## src/rtl/core/reward_weighted_next_hop_table_macros.svh

```systemverilog
// assertion macros for the reward weighted next hop table
// used by the top level, needs nothing else
`ifndef REWARD_WEIGHTED_NEXT_HOP_TABLE_MACROS_SVH
`define REWARD_WEIGHTED_NEXT_HOP_TABLE_MACROS_SVH

// same-cycle implication, disabled during reset
`define RWNH_ASSERT_NOW(lbl, clk, rst_n, ante, cons, msg) \
  lbl: assert property (@(posedge clk) disable iff (!rst_n) (ante) |-> (cons)) \
    else $error(msg);

// next-cycle implication, disabled during reset
`define RWNH_ASSERT_NEXT(lbl, clk, rst_n, ante, cons, msg) \
  lbl: assert property (@(posedge clk) disable iff (!rst_n) (ante) |=> (cons)) \
    else $error(msg);

`endif

```

## src/rtl/core/rwnh_pkg.sv

```systemverilog
// shared constants, types and helpers of the next hop table
// no dependencies
`default_nettype none

package rwnh_pkg;

  // table geometry and weight format
  localparam int NODE_COUNT  = 16;
  localparam int WEIGHT_BITS = 16;
  localparam int REWARD_W    = 16;
  localparam int NODE_W      = $clog2(NODE_COUNT);
  localparam int PAIR_W      = 2 * NODE_W;
  localparam int ADDR_W      = 3 * NODE_W;
  localparam int CNT_W       = $clog2(NODE_COUNT + 1);
  localparam int ALU_W       = WEIGHT_BITS + 1;

  // weight range as wide signed constants
  localparam logic signed [32:0] W_MAX_WIDE = (33'sd1 <<< (WEIGHT_BITS - 1)) - 33'sd1;
  localparam logic signed [32:0] W_MIN_WIDE = -(33'sd1 <<< (WEIGHT_BITS - 1));

  // item codes
  localparam logic MODE_UPDATE = 1'b0;
  localparam logic MODE_SELECT = 1'b1;

  typedef logic signed [WEIGHT_BITS-1:0] weight_t;
  typedef logic [NODE_COUNT-1:0]         vrow_t;

  typedef enum logic [2:0] {
    ST_CLEAR,
    ST_IDLE,
    ST_UPD_RD,
    ST_UPD_WR,
    ST_SEL,
    ST_PUSH
  } state_e;

  // memory port requests from the sequencer
  typedef struct packed {
    logic              w_we;
    logic [ADDR_W-1:0] w_waddr;
    weight_t           w_wdata;
    logic [ADDR_W-1:0] w_raddr;
    logic              v_we;
    logic [PAIR_W-1:0] v_waddr;
    vrow_t             v_wdata;
    logic [PAIR_W-1:0] v_raddr;
  } store_req_t;

  // clamp a 16 bit reward into the weight range
  function automatic weight_t sat_reward(logic signed [REWARD_W-1:0] r);
    logic signed [32:0] t;
    t = 33'(r);
    if (t > W_MAX_WIDE) begin
      return W_MAX_WIDE[WEIGHT_BITS-1:0];
    end else if (t < W_MIN_WIDE) begin
      return W_MIN_WIDE[WEIGHT_BITS-1:0];
    end
    return t[WEIGHT_BITS-1:0];
  endfunction

  // weight to the 16 bit result field, sign extended or truncated
  function automatic logic [15:0] to_out16(weight_t w);
    logic signed [32:0] t;
    t = 33'(w);
    return t[15:0];
  endfunction

endpackage

`default_nettype wire

```

## src/rtl/core/rwnh_alu.sv

```systemverilog
// shared add / subtract unit, one extra bit of headroom
// depends on rwnh_pkg
`default_nettype none

module rwnh_alu
  import rwnh_pkg::*;
(
  input  weight_t          a_i,
  input  weight_t          b_i,
  input  logic             sub_i,
  output logic [ALU_W-1:0] res_o
);

  logic [ALU_W-1:0] a_ext;
  logic [ALU_W-1:0] b_ext;

  // sign extend, invert b and carry in for subtraction
  assign a_ext = ALU_W'(a_i);
  assign b_ext = ALU_W'(b_i) ^ {ALU_W{sub_i}};
  assign res_o = a_ext + b_ext + ALU_W'(sub_i);

endmodule

`default_nettype wire

```

## config.mk

```make
export PLATFORM = sky130hd
export DESIGN_NAME = rwnh_alu
export DESIGN_NICKNAME = d
export VERILOG_FILES = /design/src/rtl/core/reward_weighted_next_hop_table_macros.svh /design/src/rtl/core/rwnh_pkg.sv /design/src/rtl/core/rwnh_alu.sv
export SDC_FILE = /design/constraint.sdc
export NUM_CORES = 1
export LEC_CHECK = 0
export ABC_AREA = 1
export BUFFER_PORTS_ARGS = -buffer_cell sky130_fd_sc_hd__buf_2
export CAP_MARGIN = 20
export CORE_ASPECT_RATIO = 0.7
export CORE_MARGIN = 8
export CORE_UTILIZATION = 45
export DETAILED_ROUTE_END_ITERATION = 6
export PLACE_DENSITY = 0.78
export REMOVE_ABC_BUFFERS = 1
export SLEW_MARGIN = 0
export SYNTH_ARGS = -nofsm -noshare
export SYNTH_HDL_FRONTEND = slang
export SYNTH_SLANG_ARGS = --single-unit
```

## constraint.sdc

```tcl
create_clock -name vclk -period 3.2
set_input_delay 0.64 -clock vclk [all_inputs]
set_output_delay 0.64 -clock vclk [all_outputs]
set_load 0.005 [all_outputs]
```

======== Word level (Yosys, flattened, before mapping) ========
Index checks and enable logic that the tools add are counted.
word-level totals
  flip-flop bits (word level) ............. 0
cells by class
  $add $sub $neg .......................... 2
  bitwise operators ....................... 1
operators by type and width
  cell                                      count
  17-bit by 1-bit adder with 17-bit output  1
  17-bit adder                              1
  17-bit XOR                                1

======== Depth between registers and ports, before layout ========
Gate-level depths: netlist of run 1.
  depth in word-level cells ............... 3
  depth in mapped cells ................... 14
  gate-level depth less buffers ........... 13

======== Worst setup path before layout of run 1 ========
No wires, ideal clock.
  path kind ............................... input port to output port
  start point ............................. in sub_i
  end point ............................... out res_o[15]
  arrival ................................. 2.056 ns
  data required time ...................... 2.560 ns
  setup slack ............................. 0.504 ns
  stages .................................. 12
  buffers on the path ..................... 2
  cells stage by stage .................... buf_6 buf_4 xor2_1 ha_1 a21oi_1 inv_1 nor2_1 nand2_2 nand2_1 nand2_1 nand2_1 nand2_1
on the way
  word-level cells in the longest chain between the ends .. 3
RTL lines
  what                                          RTL line        text
  start: declaration                            rwnh_alu.sv:10  input logic sub_i,
  17-bit XOR                                    rwnh_alu.sv:19  assign b_ext = ALU_W'(b_i) ^ {ALU_W{sub_i}};
  17-bit adder                                  rwnh_alu.sv:20  assign res_o = a_ext + b_ext + ALU_W'(sub_i);
  17-bit by 1-bit adder with 17-bit output (*)  rwnh_alu.sv:20
  end: declaration                              rwnh_alu.sv:11  output logic [ALU_W-1:0] res_o
Every way passes the cells marked *; elsewhere a longest branch is shown, timed or not.

======== Worst setup path in the final report of run 1 ========
Same ends and word-level chain as after synthesis.

==> reports/qor.csv, run 1 <==
stage,metric,value,unit
drt,first_iter_violations,65,
grt,grtUsageTotal,13.8,%
logic_synthesis,seq_area_frac_synth,0,%
logic_synthesis,netlist_area,1070,um^2
power_and_ir_drop,peakVddDrop,0.000130,V
grt,antenna_found_initial,0,
power_and_ir_drop,power,0.000363,W
cells_and_area,nClkBuffers,0,
placed_design,dpl_cell_area,1360,um^2
cells_and_area,n_fill_cell,236,
timing,tightest_slew,294,ps
placed_design,pre_cts_ws,231,ps
drt,totalWireLength,2900,um
placed_design,dp_hpwl,2670,um
timing,rsz0062_at_grt,no,
logic_synthesis,netlist_instances,185,
timing,slew_headroom,80.2,%
cells_and_area,insertedDiodeCount,0,
grt,grt_pass1_wl,4970,um
clock_network,ctsHoldBuffers,0,
grt,grt_pass1_vias,1118,
timing,setup_viol,0,
timing,period_share,92.4,%
run,timing.max_cap.violations,0,
timing,final.min_clock_period,2960,ps
outcome,status,"complete, no violations",
cells_and_area,seqCellArea,0,um^2
cells_and_area,design.final.nets,285,
worst_setup_path,critical_path_class,in2out,
floorplanning,die_width,74.2,um
worst_setup_path,crit_required,2560,ps
power_and_ir_drop,p_leak,0.847,nW
drt,route.detailed.drc,0,
floorplanning,die_h,56.7,um
grt,grt-ovfl-total,0,
floorplanning,pin_count,50,
timing,tns,0,ps
worst_setup_path,cp.arrival,2320,ps
cells_and_area,final_cells,266,
floorplanning,dieArea,4210,um^2
worst_hold_path,hold_path.class,in2out,
timing,hold_violations,0,
clock_network,cts-resized-gates,0,
logic_synthesis,yosys_warnings,0,
worst_hold_path,whs_path_depth,3,
timing,fmax,338,MHz
drt,drtAntennaViolNets,0,
placed_design,dp_cells,266,
drt,drt-vias-per-instance,4.63,
floorplanning,core-area,2190,um^2
cells_and_area,multiInputGateArea,953,um^2
placed_design,port_buffers,50,
cells_and_area,seq_cells,0,
worst_setup_path,path_max_fanout,9,
timing,maxSlewViolCount,0,
cells_and_area,drive_above_1_share,26.1,%
drt,via_count,1232,
logic_synthesis,synth_cell_types,19,
power_and_ir_drop,p_per_area,267,nW/um^2
logic_synthesis,synth.avg_cell_area,5.76,um^2
drt,routedWlPerCell,10.9,um
drt,dr.pass1.iters,4,
placed_design,gp_congestion,0.871,
worst_setup_path,start_kind,primary input,
grt,grt_max_degree,10,
cells_and_area,finalInstanceArea,1360,um^2
floorplanning,row_count,14,
clock_network,cts_setup_buffers,0,
worst_setup_path,end_kind,output pin,
floorplanning,start_util,48.7,%
timing,fin_ws,243,ps
cells_and_area,syn_to_final_growth,27.3,%
-- critical path, stage by stage --
cell     delay [ps]
buf_2           250
buf_12          180
xor2_1          140
ha_1            310
a21oi_1         220
nand2_1         110
a21oi_1         170
nand2_1          80
nand2_1          50
nand2_1          40
buf_2           120
-- layout make-up --
| type | count | area share [%] |
|---|---|---|
| tap | 32 | 2.95 |
| inverter | 25 | 6.91 |
| timing repair buffer | 51 | 19.9 |
| multi-input combinational | 158 | 70.2 |
-- synthesized netlist by cell type --
master | count | share of area [%]
a21o_1 | 1 | 0.70
a21oi_1 | 15 | 7.0
and2_1 | 3 | 1.8
buf_4 | 1 | 0.70
buf_6 | 1 | 1.1
fa_1 | 1 | 1.9
ha_1 | 15 | 18
inv_1 | 25 | 8.8
nand2_1 | 58 | 20
nand2_2 | 6 | 3.5
nand2_4 | 2 | 2.1
nand3_1 | 10 | 4.7
nand3_2 | 1 | 0.94
nor2_1 | 15 | 5.3
o21ai_0 | 5 | 2.3
o21ai_2 | 1 | 0.82
o21bai_1 | 2 | 1.4
xnor2_1 | 2 | 1.6
xor2_1 | 21 | 17
-- cells in the final DEF, fill, tap and decap left out, drive strengths merged --
cell type,n
a21o,1
a21oi,15
and2,3
buf,51
fa,1
ha,15
inv,25
nand2,66
nand3,11
nor2,15
o21ai,6
o21bai,2
xnor2,2
xor2,21
-- path summary, 6_finish.rpt --
path    from         to  slack [ps]
max    sub_i  res_o[15]         240
min   a_i[0]   res_o[0]        1550
-- power breakdown --
part / total, W / switching (W) / leakage (nW) / internal (W)
clock network: 0 / 0 / 0 / 0
logic: 0.000363 / 0.000204 / 0.847 / 0.000159
registers: 0 / 0 / 0 / 0
total: 0.000363 / 0.000204 / 0.847 / 0.000159
-- stage by stage --
step,hold slack (ps),utilization (%)
6_report,1550,62.0
5_1_grt,1570,62.0
4_1_cts,1550,62.0
3_5_place_dp,1550,62.0
3_3_place_gp,1550,62.0
2_1_floorplan,1330,-
-- per-layer routing --
layer	wire, um	up-vias	GRT usage, %	share of wire, %
met5	0	-	0	0
met4	0	0	0	0
met3	192	0	1.42	6.6
met2	1150	27	19.6	40
met1	1550	519	21.8	54
li1	-	686	-	-
-- cell families (layout without fill, tap and decap cells) --
logic type	after synthesis	in the layout	share of synthesized area, %
buffers and inverters	27	76	10.6
adder cells (fa/ha/maj)	16	16	19.5
AO/OA/AOI/OAI	24	24	12.3
AND/OR/NAND/NOR	95	95	38.7
XOR/XNOR	23	23	18.9
Note: power is estimated with default switching activity, not from simulation.
==> run 2: changes to the inputs <==
- RECOVER_POWER: unset -> 100
- SETUP_SLACK_MARGIN: unset -> 0.2
==> reports/qor.csv, run 2 (synthesis gave the netlist of run 1 again) <==
stage,metric,value,unit,change
grt,grt-ovfl-total,0,,unchanged
cells_and_area,syn_to_final_growth,29.8,%,
placed_design,gp_congestion,0.871,,unchanged
drt,drt-vias-per-instance,4.66,,+0.62%
cells_and_area,seq_cells,0,,unchanged
power_and_ir_drop,power,0.000371,W,+2.2%
cells_and_area,final_common_cell,nand2_1,,
power_and_ir_drop,p_per_area,268,nW/um^2,+0.29%
cells_and_area,insertedDiodeCount,0,,unchanged
floorplanning,dieArea,4210,um^2,unchanged
timing,maxSlewViolCount,0,,unchanged
outcome,status,"complete, no violations",,
cells_and_area,drive_above_1_share,25.4,%,-0.64 points
worst_hold_path,hold_path.class,in2out,,
cells_and_area,final_cell_mix,"nand2_1 (60), buf_2 (40), inv_1 (25)",,
drt,route.detailed.drc,0,,unchanged
grt,antenna_found_initial,0,,unchanged
worst_setup_path,cp.arrival,2250,ps,-70 ps
worst_setup_path,crit_required,2560,ps,about the same
drt,drtAntennaViolNets,0,,unchanged
timing,period_share,90.3,%,-2.1 points
power_and_ir_drop,power_switching,0.000211,W,+3.5%
floorplanning,die_h,56.7,um,unchanged
worst_setup_path,crit_top_cell,nand2_1,,
worst_setup_path,path_max_fanout,3,,-6
worst_hold_path,worstHoldStart,a_i[0],,
worst_setup_path,end_kind,output pin,,
grt,grt_pass1_vias,1118,,unchanged
power_and_ir_drop,pwr-share-clk,0,%,unchanged
worst_setup_path,start_kind,primary input,,
cells_and_area,nClkBuffers,0,,unchanged
timing,rsz0062_at_grt,no,,
timing,fmax,346,MHz,+2.3%
timing,setup_viol,0,,unchanged
worst_setup_path,slowest_delay,420,ps,+110 ps
placed_design,dp_hpwl,2670,um,unchanged
clock_network,ctsHoldBuffers,0,,unchanged
timing,slew_headroom,80.3,%,about the same
cells_and_area,design.final.nets,287,,+0.70%
floorplanning,die_width,74.2,um,unchanged
floorplanning,core-area,2190,um^2,unchanged
power_and_ir_drop,switching_share,56.9,%,+0.69 points
grt,grtUsageTotal,13.8,%,unchanged
cells_and_area,seqCellArea,0,um^2,unchanged
worst_setup_path,startpoint,b_i[0],,
grt,grt_max_degree,10,,unchanged
floorplanning,row_count,14,,unchanged
worst_setup_path,slowest_stage,fa_1,,
floorplanning,start_util,48.7,%,unchanged
timing,hold_violations,0,,unchanged
power_and_ir_drop,p_leak,0.833,nW,-1.7%
placed_design,dpl_cell_area,1360,um^2,unchanged
worst_setup_path,critical_path_class,in2out,,
run,timing.max_cap.violations,0,,unchanged
grt,grt_pass1_wl,4970,um,unchanged
timing,final.min_clock_period,2890,ps,-65.7 ps
placed_design,port_buffers,50,,unchanged
drt,totalWireLength,2970,um,+2.7%
drt,routedWlPerCell,11.1,um,+1.9%
worst_setup_path,critical_path.cell_chain,buf_2 > inv_1 > nand2_4 > nand2_1 > inv_1 > fa_1 > o21ai_2 > nand2_1 > nand2_1 > nand2_1 > nand2_1 > nand2_1 > nand2_1 > clkbuf_1,,
floorplanning,pin_count,50,,unchanged
timing,tns,0,ps,unchanged
drt,via_count,1249,,+1.4%
drt,dr.pass1.iters,4,,unchanged
drt,first_iter_violations,85,,+31%
timing,holdWs,1540,ps,-11.5 ps
power_and_ir_drop,peakVddDrop,0.000128,V,-1.1%
power_and_ir_drop,pwr-share-comb,100.0,%,about the same
timing,tightest_slew,294,ps,-0.488 ps
power_and_ir_drop,seqPwrFrac,0,%,unchanged
cells_and_area,finalInstanceArea,1380,um^2,+1.9%
power_and_ir_drop,p_int,0.000160,W,+0.63%
==> run 2: cell type report <==
class	instances	area, um^2
inverters	25	93.8
fillers	229	806
repair buffers	53	282
multi-input cells	158	968
well taps	32	40.0
==> run 2: routing by layer <==
layer	track usage (%)	up-vias	wire length [um]	part of all wire [%]
met3	1.42	0	208	7.0
li1	-	694	-	-
met5	0	-	0	0
met4	0	0	0	0
met1	21.8	517	1560	52
met2	19.6	38	1210	41
==> run 2: power by group through the flow <==
stage	Sequential, W	Clock [W]	Combinational [W]
4_1_cts	0	0	0.000367
5_1_grt	0	0	0.000424
3_3_place_gp	0	0	0.000361
2_1_floorplan	0	0	0.000233
3_5_place_dp	0	0	0.000364
6_report	0	0	0.000371
==> run 2: worst max-delay path: cells and delay by family <==
| kind | cells | cell delay, ps |
|---|---|---|
| simple gates | 8 | 570 |
| fa+ha+maj | 1 | 420 |
| buf+inv | 4 | 380 |
| compound gates | 1 | 230 |
==> run 2: path summary, 6_finish.rpt <==
path	to	slack (ps)	depth (start not counted)
setup / recovery	res_o[10]	310	14
hold / removal	res_o[0]	1540	3
==> run 2: per-stage QoR <==
stage,utilization (%),setup WS (ps),instances
after floorplan,-,739,183
after global placement,62.0,251,266
after detailed placement,62.0,231,266
after CTS,62.0,234,266
after global routing,63.2,113,268
final,63.2,309,268
==> run 2: repair_timing <==
item / CTS / global route
gates resized for setup: 0 / 15
buffers inserted: 0 / 2
setup endpoints to repair: 0 / 8
